File: src/design/optimal_pla_segmenter_unit_macros.svh
// ----------------------------------------------------------------------------
// Assertion macros for the PLA segmenter
// Shared concurrent assertion forms, clocked on aclk, off during reset.
// ----------------------------------------------------------------------------
`ifndef OPTIMAL_PLA_SEGMENTER_UNIT_MACROS_SVH
`define OPTIMAL_PLA_SEGMENTER_UNIT_MACROS_SVH

// same-cycle implication
`define OPS_ASSERT_IMP(label, ante, cons, msg) \
    label: assert property (@(posedge aclk) disable iff (!aresetn) (ante) |-> (cons)) \
        else $error(msg);

// next-cycle implication
`define OPS_ASSERT_NXT(label, ante, cons, msg) \
    label: assert property (@(posedge aclk) disable iff (!aresetn) (ante) |=> (cons)) \
        else $error(msg);

`endif

File: src/design/opseg_pkg.sv
// ----------------------------------------------------------------------------
// opseg_pkg
// Types, constants and saturation helpers of the PLA segmenter.
// ----------------------------------------------------------------------------
`default_nettype none

package opseg_pkg;

    localparam logic signed [47:0] MAX48 = 48'sh7FFF_FFFF_FFFF;
    localparam logic signed [47:0] MIN48 = 48'sh8000_0000_0000;
    localparam logic [30:0] ERR_BOUND_RESET = 31'd65536;

    // support chain operation
    typedef enum logic [1:0] {
        CH_HOLD,
        CH_SHIFT,
        CH_ROTATE,
        CH_LOAD
    } chain_op_t;

    // multiplier phases
    typedef enum logic [1:0] {
        MP_IDLE,
        MP_HIGH,
        MP_LOW,
        MP_JOIN
    } mul_phase_t;

    // sequencer states
    typedef enum logic [3:0] {
        ST_IDLE,
        ST_INIT_DIV,
        ST_INIT_DIVW,
        ST_INIT_MUL,
        ST_INIT_MULW,
        ST_EVAL_MUL,
        ST_EVAL_MULW,
        ST_DECIDE,
        ST_SCAN_DIV,
        ST_SCAN_DIVW,
        ST_SCAN_MUL,
        ST_SCAN_MULW,
        ST_CHECK,
        ST_DROP,
        ST_APPEND,
        ST_EMIT
    } state_t;

    function automatic logic signed [47:0] sat48(input logic signed [48:0] x);
        logic signed [47:0] r;
        if (x > 49'(MAX48))      r = MAX48;
        else if (x < 49'(MIN48)) r = MIN48;
        else                     r = x[47:0];
        return r;
    endfunction

    function automatic logic signed [31:0] sat32(input logic signed [33:0] x);
        logic signed [31:0] r;
        if (x > 34'sh0_7FFF_FFFF)       r = 32'sh7FFF_FFFF;
        else if (x < -34'sh0_8000_0000) r = 32'sh8000_0000;
        else                            r = x[31:0];
        return r;
    endfunction

endpackage

`default_nettype wire

File: src/design/opseg_div.sv
// ----------------------------------------------------------------------------
// opseg_div
// Slope divider: (dy * 65536) / dt, truncated toward zero, one bit a cycle.
// ----------------------------------------------------------------------------
`default_nettype none

module opseg_div
    import opseg_pkg::*;
(
    input  wire logic               aclk,
    input  wire logic               aresetn,
    input  wire logic               start,
    input  wire logic signed [32:0] dy,
    input  wire logic [31:0]        dt,
    output logic                    done,
    output logic signed [47:0]      quot
);

    logic        busy_reg, busy_next;
    logic        done_reg, done_next;
    logic [5:0]  step_reg, step_next;
    logic [48:0] nq_reg, nq_next;
    logic [31:0] rem_reg, rem_next;
    logic [31:0] dt_reg, dt_next;
    logic        neg_reg, neg_next;

    logic [32:0] mag;
    logic [32:0] rem_sh;
    logic        ge;
    logic [32:0] rem_sub;
    logic [48:0] nq_neg;

    assign mag     = dy[32] ? 33'(-dy) : 33'(dy);
    assign rem_sh  = {rem_reg, nq_reg[48]};
    assign ge      = rem_sh >= {1'b0, dt_reg};
    assign rem_sub = rem_sh - {1'b0, dt_reg};

    // restoring division step
    always_comb begin
        busy_next = busy_reg;
        done_next = 1'b0;
        step_next = step_reg;
        nq_next   = nq_reg;
        rem_next  = rem_reg;
        dt_next   = dt_reg;
        neg_next  = neg_reg;
        if (start) begin
            neg_next = dy[32];
            dt_next  = dt;
            rem_next = '0;
            step_next = 6'd48;
            if (dt == '0) begin
                nq_next   = '0;
                done_next = 1'b1;
            end else begin
                nq_next   = {mag, 16'b0};
                busy_next = 1'b1;
            end
        end else if (busy_reg) begin
            rem_next = ge ? rem_sub[31:0] : rem_sh[31:0];
            nq_next  = {nq_reg[47:0], ge};
            if (step_reg == '0) begin
                busy_next = 1'b0;
                done_next = 1'b1;
            end else begin
                step_next = step_reg - 6'd1;
            end
        end
    end

    always_ff @(posedge aclk) begin
        if (!aresetn) begin
            busy_reg <= 1'b0;
            done_reg <= 1'b0;
        end else begin
            busy_reg <= busy_next;
            done_reg <= done_next;
        end
    end

    always_ff @(posedge aclk) begin
        step_reg <= step_next;
        nq_reg   <= nq_next;
        rem_reg  <= rem_next;
        dt_reg   <= dt_next;
        neg_reg  <= neg_next;
    end

    // sign and saturate the magnitude quotient
    assign nq_neg = -nq_reg;
    always_comb begin
        if (neg_reg) begin
            quot = (nq_reg > 49'h0_8000_0000_0000) ? MIN48 : nq_neg[47:0];
        end else begin
            quot = (nq_reg > 49'(MAX48)) ? MAX48 : nq_reg[47:0];
        end
    end

    assign done = done_reg;

endmodule

`default_nettype wire

File: config.mk
export PLATFORM = sky130hd
export DESIGN_NAME = opseg_div
export DESIGN_NICKNAME = d
export VERILOG_FILES = /design/src/design/optimal_pla_segmenter_unit_macros.svh /design/src/design/opseg_pkg.sv /design/src/design/opseg_div.sv
export SDC_FILE = /design/constraint.sdc
export NUM_CORES = 1
export LEC_CHECK = 0
export BUFFER_PORTS_ARGS = -buffer_cell sky130_fd_sc_hd__buf_2
export CORE_ASPECT_RATIO = 0.75
export CORE_MARGIN = 1
export CORE_UTILIZATION = 57
export CTS_BUF_LIST = sky130_fd_sc_hd__clkbuf_4
export CTS_CLUSTER_SIZE = 25
export DETAILED_ROUTE_END_ITERATION = 16
export GPL_ROUTABILITY_DRIVEN = 0
export MAX_ROUTING_LAYER = met4
export PLACE_DENSITY = 0.8
export SLEW_MARGIN = 20
export SYNTH_ARGS = -nofsm -noshare
export SYNTH_HDL_FRONTEND = slang
export SYNTH_SLANG_ARGS = --single-unit
File: constraint.sdc
create_clock -name aclk -period 4.55 [get_ports aclk]
set_input_delay 0.455 -clock aclk [delete_from_list [all_inputs] [get_ports aclk]]
set_output_delay 0.455 -clock aclk [all_outputs]
set_load 0.01 [all_outputs]
# Yosys cells after proc, flatten, opt, wreduce, memory -nomap -nowiden
# Cells that the tools add are included.
# word_totals
regBits	122
latchBits	0
ram_bits	0
mem_bits_ro	0
input_bits	68
out_inout_bits	49
word_cells	36
mem_count	0
# classes
add_sub_neg	4
multipliers	0
div	0
magnitude_cmp	3
n_eq_ne	1
shifts	0
muxes	16
bitwise_logic	1
reduce_logical	4
# ops
op	count
$mux 49	3
$mux 48	3
$gt 49x47->1 const B	1
$gt 49x48->1 const B	1
$neg 48->48	1
$ge 33x32->1	1
$mux 33	1
$neg 33->33	1
$logic_not 32->1	1
$mux 32	1
$sub 32x32->32	1
$mux 1	8
$logic_not 6->1	1
$sub 6x1->6 const B	1
$ne 2x2->1 const B	1
$reduce_and 2->1	1
$reduce_bool 2->1	1
$not 1->1	1

# Longest topological paths before layout
# logic_depth
word_depth	4
depth_mapped	13
ltp_nobuf	12

# Worst setup path before layout
# No wires, ideal clock.
# synth_timing
path_type	flip-flop to output port
startpoint	reg nq_reg[1]
endpoint	out quot[25]
arrival_time_ns	3.018
t_required_ns	4.095
setup_slack_ns	1.077
path_stages_with_launch	12
path_buffers	2
cell_sequence	edfxtp_1 > inv_1 > ha_1 > or3b_2 > clkbuf_1 > nor3_1 > nand4_1 > nor4_4 > a22oi_2 > nand2b_4 > clkbuf_1 > o311ai_0
# synth_between
elab_chain_cells	3
word_cells_on_any_way	6
classes_between	add/sub (1); order compare (2); mux (3)
# synth_lines
element	line	source
start, declared	opseg_div.sv:22	logic [48:0] nq_reg, nq_next;
start signal, assigned	opseg_div.sv:83	nq_reg <= nq_next;
$neg 48->48, or another cell as far along	opseg_div.sv:90	assign nq_neg = -nq_reg;
$mux 48, on equally long branches	opseg_div.sv:93, opseg_div.sv:95	
$mux 48 *	opseg_div.sv:92	if (neg_reg) begin
end, declared	opseg_div.sv:16	output logic signed [47:0] quot
# Mark *: on every way between the ends. The rest lies on a longest branch, timed or not.

# Final worst setup path
# layout_timing
startpoint	reg nq_reg[1]
endpoint	out quot[17]
# Same word-level chain as after synthesis.

==> summary.txt <==
Clocking
  • CTS Buffer Depth: 2
  • TritonCTS clock tree: built
  • Worst-skew pair later-pin latency: approximately 0.56 ns
  • H-tree levels: 4
  • Clock slew at reported path FFs: 0.10 ns
  • TritonCTS Buffers: 17
  • CTS Sinks: approximately 120
  • Clk root buf: clkbuf_4

Setup path
  • FF-to-FF End: rem_reg[9]
  • Crit path DAT: around 3.9 ns
  • CP endpoint: quot[17]
  • RR Startpoint: dt_reg[8]
  • Critical Path RT: around 4.1 ns
  • Crit path launch: nq_reg[1]
  • Critical Path Start Type: register
  • Setup CP Type: reg -> out
  • Worst r2r path cells: 12
  • Critical Path Sink Type: output pin
  • Flop-to-flop setup slack: between 0.6 and 0.7 ns
  • CP max FO: 33

Synthesis
  • Synth Instances: approximately 1100
  • Netlist Area Pre-Place: between 9000 and 10000 um2
  • Yosys top cell area share: a little over a quarter
  • Count of cell types in the netlist: between 70 and 80
  • Area contributors post-synth: edfxtp_1, dfxtp_1, ha_1, xor2_1, inv_1
  • Mapped Avg Cell Area: approximately 8.6 um2
  • Yosys reg bits: 122
  • Synth async-reset ratio: 0%
  • Seq/Total Area, Yosys: a little over a third
  • Yosys top cell by area: edfxtp_1
  • Synth top cells by count: inv_1, nand2_1, nor2_1
  • Commonest register cell after synthesis: edfxtp_1
  • Post-synth EDFFs: 82
  • Most frequent cell after synthesis: inv_1
  • Yosys warns: 0
  • Syn nets: 1156

Detailed routing
  • DR pass1 iterations: 6
  • Vias per cell: around 6.4
  • Met2 routed WL: about 10000 um
  • Avg WL per Cell: roughly 18 um
  • DRC viols: 0
  • Met1 WL: between 10000 and 15000 um
  • Final ANT Viol Nets: 0
  • Drt first-iter violations: between 900 and 1000
  • Metal3 WL: roughly 2500 um
  • Via count: roughly 8600
  • Final WL: 24600 um
  • Uppermost routed layer: met4

Power and ir drop
  • Comb power frac: between 20% and 30%
  • Peak supply drop: approximately 0.23 mV
  • Cell Int Power: around 2 mW
  • Clock share of power: between 20% and 30%
  • Switching power: 1.098 mW
  • Sw frac: about a third
  • P_leak: 4.221 nW
  • Total power: roughly 3.1 mW
  • Pwr Density: between 300 and 400 nW/um2
  • Sequential Power Share: between 40% and 50%

Cells and area
  • Area grow syn2layout: 11.11%
  • Max reg flops: 49
  • Finished Layout Cells: roughly 1400
  • Fin nets: roughly 1200
  • Ant. Diodes: 0
  • Core Util, Final: between 60% and 70%
  • Post-route design area: 10040 um2
  • Layout cells sized above 1: 16.75%

Die
  • Die W: roughly 150 um
  • Initial Utilization: between 50% and 60%
  • Placeable Area: ~15000 um2
  • Die H: between 100 and 150 um
  • Total die area: ~16000 um2
  • Core Rows: 39
  • # IOs: ~120

Timing
  • Setup tns final: 0 ns
  • Setup-failing EPs final: 0
  • Achievable frequency: roughly 230 MHz
  • Fin crit share: between 90% and 100%
  • Clock Skew: around 0.017 ns
  • Min Tclk post-route: approximately 4.4 ns
  • Final hold slack: roughly 0.085 ns
  • Final Hold Viols: 0
  • Least-Margin Pin Slew: about 1.0 ns
  • Final worst slack: 0.1742 ns
  • RSZ-0062 raised after global routing: no
  • Slew Viols, Final: 0
  • Slew headroom: between 30% and 40%

Global route
  • Number of global-route vias before repair: approximately 7800
  • Gr usage total: a little under a third
  • Initial antenna violation count: 0
  • GR Overflow Total: 0
  • First-pass GRT wire length: between 30000 and 40000 um
  • Pin count of the biggest net entering global routing: 88

Flow run
  • Number of max-cap violations: 0

Place
  • DP Area: 9667 um2
  • IO Port Bufs: 116
  • Placed instance count: roughly 1300
  • DP Worst Slack: roughly 0.73 ns
  • HPWL after DPL: 17160 um

Min path
  • Hold Path Class: in -> reg
  • Startpoint of the worst hold path: dt[17]

Outcome
  • Status: completed
power by group through the flow:
stage,combinational (mW),sequential [mW],clock [mW]
2_1_floorplan,0.656,1.39,0
3_5_place_dp,0.894,1.44,0
6_report,0.917,1.42,0.806
5_1_grt,1.01,1.44,0.858
4_1_cts,0.899,1.41,0.814
3_3_place_gp,0.872,1.44,0
metal layers:
layer  vias to the layer above  GRT usage (%)
met1                      3982          46.92
li1                       4068              -
met2                       494          42.23
met3                        37          6.584
met4                         0          9.553
met5                         -              -
layout make-up:
type / count / area (um2)
Fill cell: 1341 / 5335
Multi-Input combinational cell: 771 / 5185
Sequential cell: 122 / 3263
Timing Repair Buffer: 133 / 721.9
Inverter: 89 / 335.3
Tap cell: 205 / 256.5
Clock buffer: 19 / 142.6
Clock inverter: 12 / 131.4
cells in the final DEF, fill, tap and decap left out, drive strengths merged, types with 7 or more instances in the layout:
cell	instances
a211oi	31
a21o	20
a21oi	50
a31oi	7
buf	133
clkbuf	19
clkinv	9
dfxtp	40
edfxtp	82
ha	37
inv	88
mux2i	27
nand2	84
nand2b	15
nand3	17
nand4	27
nor2	84
nor2b	17
nor3	33
nor4	21
o21a	7
o21ai	59
o21bai	8
o22ai	32
o311ai	27
o31ai	16
o41ai	14
or3	12
or4	9
xnor2	19
xor2	42
how the worst min path moves through the flow:
stage | depth (start not counted) | slack, ns | end
2_1_floorplan | 1 | 0.45 | step_reg[5]
3_3_place_gp | 1 | 0.46 | step_reg[5]
3_5_place_dp | 1 | 0.47 | step_reg[5]
4_1_cts | 1 | 0.06 | dt_reg[17]
5_1_grt | 1 | 0.05 | dt_reg[21]
6_report | 1 | 0.08 | dt_reg[17]
kinds of logic after synthesis:
| group | Yosys count | share of synthesized area [%] |
|---|---|---|
| adder cells (fa/ha/maj) | 38 | 5.347 |
| multiplexers | 28 | 3.117 |
| buffers and inverters | 157 | 7.009 |
| flip-flops | 122 | 36.13 |
| AND/OR/NAND/NOR | 343 | 19.48 |
| XOR/XNOR | 61 | 5.915 |
| AO/OA/AOI/OAI | 301 | 23.01 |
what timing repair did:
| action | CTS | global route |
|---|---|---|
| hold buffers | 0 | 0 |
| buffers inserted | 0 | 6 |
| gates resized for setup | 0 | 8 |
| setup endpoints to repair | 0 | 21 |
worst max-delay path: stages, from the launching register on:
cell and delay [ns]:
edfxtp_1 0.47, inv_1 0.15, ha_1 0.20, or3b_2 0.54
nor3_1 0.20, nand4_1 0.23, nor4_4 0.25, a22oi_2 0.10
nand2b_4 0.35, o311ai_0 0.63, buf_2 0.24
Power figures use the tool's default switching activity.
