<file path="src/design/optimal_pla_segmenter_unit_macros.svh">
// ----------------------------------------------------------------------------
// Assertion macros for the PLA segmenter
// Shared concurrent assertion forms, clocked on aclk, off during reset.
// ----------------------------------------------------------------------------
`ifndef OPTIMAL_PLA_SEGMENTER_UNIT_MACROS_SVH
`define OPTIMAL_PLA_SEGMENTER_UNIT_MACROS_SVH

// same-cycle implication
`define OPS_ASSERT_IMP(label, ante, cons, msg) \
    label: assert property (@(posedge aclk) disable iff (!aresetn) (ante) |-> (cons)) \
        else $error(msg);

// next-cycle implication
`define OPS_ASSERT_NXT(label, ante, cons, msg) \
    label: assert property (@(posedge aclk) disable iff (!aresetn) (ante) |=> (cons)) \
        else $error(msg);

`endif

</file>
<file path="src/design/opseg_pkg.sv">
// ----------------------------------------------------------------------------
// opseg_pkg
// Types, constants and saturation helpers of the PLA segmenter.
// ----------------------------------------------------------------------------
`default_nettype none

package opseg_pkg;

    localparam logic signed [47:0] MAX48 = 48'sh7FFF_FFFF_FFFF;
    localparam logic signed [47:0] MIN48 = 48'sh8000_0000_0000;
    localparam logic [30:0] ERR_BOUND_RESET = 31'd65536;

    // support chain operation
    typedef enum logic [1:0] {
        CH_HOLD,
        CH_SHIFT,
        CH_ROTATE,
        CH_LOAD
    } chain_op_t;

    // multiplier phases
    typedef enum logic [1:0] {
        MP_IDLE,
        MP_HIGH,
        MP_LOW,
        MP_JOIN
    } mul_phase_t;

    // sequencer states
    typedef enum logic [3:0] {
        ST_IDLE,
        ST_INIT_DIV,
        ST_INIT_DIVW,
        ST_INIT_MUL,
        ST_INIT_MULW,
        ST_EVAL_MUL,
        ST_EVAL_MULW,
        ST_DECIDE,
        ST_SCAN_DIV,
        ST_SCAN_DIVW,
        ST_SCAN_MUL,
        ST_SCAN_MULW,
        ST_CHECK,
        ST_DROP,
        ST_APPEND,
        ST_EMIT
    } state_t;

    function automatic logic signed [47:0] sat48(input logic signed [48:0] x);
        logic signed [47:0] r;
        if (x > 49'(MAX48))      r = MAX48;
        else if (x < 49'(MIN48)) r = MIN48;
        else                     r = x[47:0];
        return r;
    endfunction

    function automatic logic signed [31:0] sat32(input logic signed [33:0] x);
        logic signed [31:0] r;
        if (x > 34'sh0_7FFF_FFFF)       r = 32'sh7FFF_FFFF;
        else if (x < -34'sh0_8000_0000) r = 32'sh8000_0000;
        else                            r = x[31:0];
        return r;
    endfunction

endpackage

`default_nettype wire

</file>
<file path="src/design/opseg_mul.sv">
// ----------------------------------------------------------------------------
// opseg_mul
// Saturating slope by time product: 48-bit signed times 32-bit unsigned,
// done as two 48x16 partial products on one multiplier.
// ----------------------------------------------------------------------------
`default_nettype none

module opseg_mul
    import opseg_pkg::*;
(
    input  wire logic               aclk,
    input  wire logic               aresetn,
    input  wire logic               start,
    input  wire logic signed [47:0] a,
    input  wire logic [31:0]        x,
    output logic                    done,
    output logic signed [47:0]      prod
);

    mul_phase_t  phase_reg, phase_next;
    logic        done_reg;
    logic [47:0] mag_reg;
    logic        neg_reg;
    logic [31:0] x_reg;
    logic [63:0] p_reg;
    logic [63:0] ph_reg;
    logic signed [47:0] res_reg;

    logic [15:0] mop;
    logic [63:0] pmul;
    logic [64:0] tot_raw;
    logic [47:0] tot;
    logic [48:0] tot_neg;
    logic signed [47:0] res_calc;

    always_comb begin
        case (phase_reg)
            MP_IDLE: phase_next = start ? MP_HIGH : MP_IDLE;
            MP_HIGH: phase_next = MP_LOW;
            MP_LOW:  phase_next = MP_JOIN;
            MP_JOIN: phase_next = MP_IDLE;
            default: phase_next = MP_IDLE;
        endcase
    end

    // shared multiplier: high half of x first, then low half
    assign mop  = (phase_reg == MP_HIGH) ? x_reg[31:16] : x_reg[15:0];
    assign pmul = 64'(mag_reg) * 64'(mop);

    // join partial products with clamping at 2^47
    always_comb begin
        tot_raw = 65'({ph_reg[31:0], 16'b0}) + 65'(p_reg);
        if (ph_reg[63:32] != '0 || tot_raw > 65'h0_0000_8000_0000_0000) begin
            tot = 48'h8000_0000_0000;
        end else begin
            tot = tot_raw[47:0];
        end
        tot_neg = -{1'b0, tot};
        if (neg_reg)                     res_calc = tot_neg[47:0];
        else if (tot > 48'(MAX48))       res_calc = MAX48;
        else                             res_calc = tot;
    end

    always_ff @(posedge aclk) begin
        if (!aresetn) begin
            phase_reg <= MP_IDLE;
            done_reg  <= 1'b0;
        end else begin
            phase_reg <= phase_next;
            done_reg  <= (phase_reg == MP_JOIN);
        end
    end

    always_ff @(posedge aclk) begin
        if (phase_reg == MP_IDLE && start) begin
            neg_reg <= a[47];
            mag_reg <= a[47] ? 48'(-a) : 48'(a);
            x_reg   <= x;
        end
        if (phase_reg == MP_HIGH) p_reg <= pmul;
        if (phase_reg == MP_LOW) begin
            ph_reg <= p_reg;
            p_reg  <= pmul;
        end
        if (phase_reg == MP_JOIN) res_reg <= res_calc;
    end

    assign done = done_reg;
    assign prod = res_reg;

endmodule

`default_nettype wire

</file>
<file path="config.mk">
export PLATFORM = sky130hd
export DESIGN_NAME = opseg_mul
export DESIGN_NICKNAME = d
export VERILOG_FILES = /design/src/design/optimal_pla_segmenter_unit_macros.svh /design/src/design/opseg_pkg.sv /design/src/design/opseg_mul.sv
export SDC_FILE = /design/constraint.sdc
export NUM_CORES = 2
export LEC_CHECK = 0
export BUFFER_PORTS_ARGS = -buffer_cell sky130_fd_sc_hd__buf_2
export CELL_PAD_IN_SITES_DETAIL_PLACEMENT = 1
export CELL_PAD_IN_SITES_GLOBAL_PLACEMENT = 1
export CORE_MARGIN = 2
export CORE_UTILIZATION = 30
export CTS_CLUSTER_DIAMETER = 40
export DETAILED_ROUTE_END_ITERATION = 12
export PLACE_DENSITY = 0.58
export SLEW_MARGIN = 10
export SYNTH_ARGS = -nofsm -noshare
export SYNTH_HDL_FRONTEND = slang
export SYNTH_SLANG_ARGS = --single-unit
</file>
<file path="constraint.sdc">
create_clock -name aclk -period 10.4 [get_ports aclk]
set_clock_uncertainty 0.05 [all_clocks]
set_input_delay 1.04 -clock aclk [delete_from_list [all_inputs] [get_ports aclk]]
set_output_delay 1.04 -clock aclk [all_outputs]
set_load 0.005 [all_outputs]
</file>
==> After elaboration in Yosys (flattened, before gate mapping) <==
Index checks and enable logic that the tools add are counted.
{ "op_classes": {"addsub": 3, "multipliers": 1, "magnitude_cmp": 2, "n_eq_ne": 3, "n_mux": 9, "reduce_logical": 5} }
{ "ops": {"columns": ["op", "n"], "rows": [
  ["$mux W48", 3],
  ["$mux W64", 2],
  ["$neg A48 Y48", 2],
  ["$add A48 B64 Y65", 1],
  ["$gt A65 B48 Y1 const B", 1],
  ["$mul A48 B16 Y64", 1],
  ["$gt A48 B47 Y1 const B", 1],
  ["$mux W47", 1],
  ["$reduce_bool A32 Y1", 1],
  ["$mux W16", 1],
  ["$pmux W2 S4", 1],
  ["$eq A2 B2 Y1 const B", 2],
  ["$eq A2 B1 Y1 const B", 1],
  ["$logic_not A2 Y1", 1],
  ["$reduce_bool A2 Y1", 1],
  ["$logic_and A1 B1 Y1", 1],
  ["$logic_or A1 B1 Y1", 1],
  ["$mux W1", 1]
]} }
{ "word_totals": {"register_bits": 260, "word_cells": 32} }

==> Depth between registers and ports, before layout <==
{ "depth": {"ltp_word": 7, "mapped_depth": 33, "depth_no_buf": 29} }

==> Worst setup path before layout <==
Ideal clock, no wire load.
{ "synth_path": {"path_type": "register to register", "start": "register phase_reg[1]", "end": "register p_reg[62], data pin", "setup_time_ps": 258, "t_arrival_ps": 8273, "required_time_ps": 10092, "path_slack_ps": 1819, "stages_incl_launch_ff": 32, "n_path_buf": 5, "cell_sequence": "dfxtp_1 inv_1 ha_1 clkbuf_1 clkbuf_1 mux2_2 clkbuf_1 clkbuf_1 nand2_1 fa_1 fa_1 fa_1 inv_1 fa_1 fa_1 inv_1 fa_1 inv_1 ha_1 clkbuf_1 a21o_1 a21o_1 a21o_1 a21o_1 a21o_1 nor4b_1 o21ai_1 o21ai_0 a21boi_1 or4b_2 a311o_1 xor2_1"} }
{ "synth_between": {"elab_chain_cells": 5, "word_cells_on_any_way": 6} }
{ "synth_rtl": {"columns": ["item", "line_no", "rtl"], "rows": [
  ["from (decl)", "opseg_mul.sv:20", "mul_phase_t phase_reg, phase_next;"],
  ["from (signal assigned)", "opseg_mul.sv:69", "phase_reg <= phase_next;"],
  ["$eq A2 B1 Y1 *", "opseg_mul.sv:47", "assign mop = (phase_reg == MP_HIGH) ? x_reg[31:16] : x_reg[15:0];"],
  ["$mux W16 *", "opseg_mul.sv:47", null],
  ["$mul A48 B16 Y64 *", "opseg_mul.sv:48", "assign pmul = 64'(mag_reg) * 64'(mop);"],
  ["named net pmul[62]", "opseg_mul.sv:30", "logic [63:0] pmul;"],
  ["$mux W64", "opseg_mul.sv:80", "if (phase_reg == MP_HIGH) p_reg <= pmul;"],
  ["$mux W64 *", "opseg_mul.sv:81", "if (phase_reg == MP_LOW) begin"],
  ["to (signal assigned)", "opseg_mul.sv:80", null],
  ["to (signal assigned)", "opseg_mul.sv:83", "p_reg <= pmul;"],
  ["to (decl)", "opseg_mul.sv:25", "logic [63:0] p_reg;"]
]} }
Mark *: on every way through the listed nets, which the timed path passes. The rest lies on a longest branch. The select of a mux whose other input is x is not followed.
A chain may end at the register's enable or synchronous reset.

==> Worst setup path after layout <==
Same ends and word-level chain as after synthesis.

==> run_results.csv <==
group,metric,value,unit
finish,final_area,0.0408,sq mm
drt,firstDrtPassIters,5,
worst_setup_path,start_kind,"flop",
worst_setup_path,cp_data_required_time,10.71,ns
cts,clock-sinks,260,
place,dp_hpwl,85.8,mm
synth,synth_top_area_share,0.348,
synth,syn_avg_cell_area,9.55,sq um
floorplan,num_io_pins,132,
worst_setup_path,worst_path_max_delay_cell,"mux2_2",
worst_hold_path,hold_path.class,"reg2reg",
place,place_area,0.0392,sq mm
cts,clkTransAtPathRegs,0.05,ns
sta,timing.final.ws_setup,1.27,ns
floorplan,initial_core_util,0.303,
synth,synth_area_leaders,"fa_1, edfxtp_1, inv_1, nand2_1, ha_1",
cts,tritoncts,"done",
cts,cts_buffers,44,
cts,htreeDepth,2,
drt,wire_per_inst,19.2,um
synth,ys_async_sr_fraction,0,
floorplan,core_area,0.122,sq mm
drt,wirelength,107,mm
cts,cts_setup_buffers,0,
cts,cts_buffer_depth,3,
grt,grt_antenna_before_repair,0,
drt,via_per_inst,4.82,
cts,cts_hold_buf,0,
drt,ant_nets,0,
synth,synth_cell_types,91,
job,maxCapViolCount,0,
synth,synth_common_cells,"inv_1, fa_1, nand2_1",
synth,syn-cell-area,0.0369,sq mm
sta,rsz0062_at_grt,"false",
worst_setup_path,worst_path_most_repeated_cell,"fa_1",
floorplan,fp.dieH,355,um
floorplan,die_w,355,um
place,post-place-ws,1.22,ns
cts,clock_latency,0.60,ns
finish,area_growth,10.3,%
finish,drive_gt1_frac,0.0764,
synth,synth_flop_cell,"edfxtp_1",
grt,grt_use_total,0.172,
sta,hold_viol_final,0,
sta,drv_slew,0,
status,outcome,"finished, final reports clean",
sta,slew_headroom,0.303,
finish,fillers,14069,
grt,globalRouteMet1Util,0.252,
finish,n_antenna_cell,0,
floorplan,dieArea,0.126,sq mm
place,gp_congestion,0.823,
synth,syn_nets,4771,
floorplan,rows,128,
place,port_buffers,131,
worst_setup_path,crit_type,"reg2reg",
grt,met2_usage,0.272,
grt,grt_max_degree,72,
sta,fin_hold_ws,0.401,ns
finish,nets,4806,
synth,synth_top_area_cell,"fa_1",
worst_setup_path,endpoint_kind,"flop",
drt,vias,26835,
synth,synth_seq_cells,260,
grt,grt.busiest_layer,"met2",
worst_setup_path,arrival,9.45,ns
grt,grt_use_met3,0.0216,
grt,grt_pass1_wl,171,mm
cts,cts_resized,0,
synth,synth-edff-count,257,
sta,setup_viol,0,
sta,period_minus_slack,9.13,ns
worst_setup_path,critPathMaxFanout,38,
sta,fin_setup_tns,0,ns
synth,synthCells,3870,
synth,yosysSeqAreaShare,0.210,
synth,yosysWarnings,0,
sta,finalCritPeriodShare,0.878,
drt,first_iter_violations,1283,
sta,max_freq,109,MHz
worst_setup_path,slowest_delay,0.96,ns
grt,grt-ovfl-total,0,
grt,grt_pass1_vias,29573,
cts,cts_root_buf,"clkbuf_16",
sta,tightest_slew,1.05,ns
drt,drc,0,
synth,synth.most_common_cell,"inv_1",
worst paths after layout:
path / from / to / slack, ns / depth (start not counted)
worst max-delay path: phase_reg[1] / p_reg[62] / 1.27 / 28
worst min-delay path: p_reg[44] / ph_reg[44] / 0.40 / 0
worst max register to register: phase_reg[1] / p_reg[62] / 1.27 / 28
worst min register to register: p_reg[44] / ph_reg[44] / 0.40 / 0
layer usage:
layer / vias up / part of all wire
met4: 0 / 0.021
met2: 503 / 0.44
met3: 112 / 0.039
li1: 12310 / -
met1: 13910 / 0.50
met5: - / 0
critical path, delay by kind of cell, from the launching register on:
family                     cells  cell delay [ns]
adders and majority gates      8             3.57
AOI/OAI and AO/OA              9             1.94
and+or+nand+nor                3             1.17
muxes                          1             0.96
buffers and inverters          6             0.63
DFF                            1             0.36
xor gates and xnor gates       1             0.14
metrics by stage:
stage | utilization | cells
final | 0.334 | 5565
after global placement | 0.321 | 5484
after floorplan | - | 3870
after detailed placement | 0.321 | 5484
after CTS | 0.334 | 5565
after global routing | 0.334 | 5565
cells by family (layout without fill, tap and decap cells):
| kind of cell | count (synthesis) | count (layout) | share of synthesized area |
|---|---|---|---|
| buf+inv | 901 | 971 | 0.0925 |
| simple gates | 1242 | 1242 | 0.162 |
| compound gates | 485 | 485 | 0.0870 |
| xor+xnor | 139 | 139 | 0.0332 |
| mux | 25 | 25 | 0.00745 |
| fa+ha+maj | 818 | 818 | 0.408 |
| flops | 260 | 260 | 0.210 |
layout by cell type, fill, tap and decap left out, types with 11 or more instances in the layout:
cell type	netlist	final
fa_1	643	643
nand4_1	25	25
nor2_1	102	101
o31ai_1	23	23
o41ai_1	11	11
mux2_2	19	19
xor2_1	37	37
buf_2	8	131
nor3_1	30	30
nand3_1	38	38
or4_1	12	12
ha_1	175	172
nor4_1	23	23
o211ai_1	16	16
edfxtp_1	257	257
o21ai_0	102	102
inv_1	721	721
a21o_1	61	61
o21a_1	18	18
clkbuf_16	0	44
nand2_1	627	627
a31oi_1	12	12
xnor2_1	101	101
or3_1	22	22
buf_4	0	38
nor2b_1	23	23
and2_1	268	267
a211oi_1	13	13
a21oi_1	122	122
and3_1	14	14
nand2b_1	15	15
area by class of cell:
class	count	area, sq um	share of cell area
Multi-Input combinational cell	2709	25800	0.632
Clock buffer	46	1110	0.0272
Sequential cell	260	7780	0.191
Timing Repair Buffer	169	941	0.0231
Clock inverter	35	425	0.0104
Inverter	721	2710	0.0664
Tap cell	1625	2030	0.0499
Power is not shown: default switching activity piles up to over one toggle a cycle in this logic, so the estimate is an artifact.
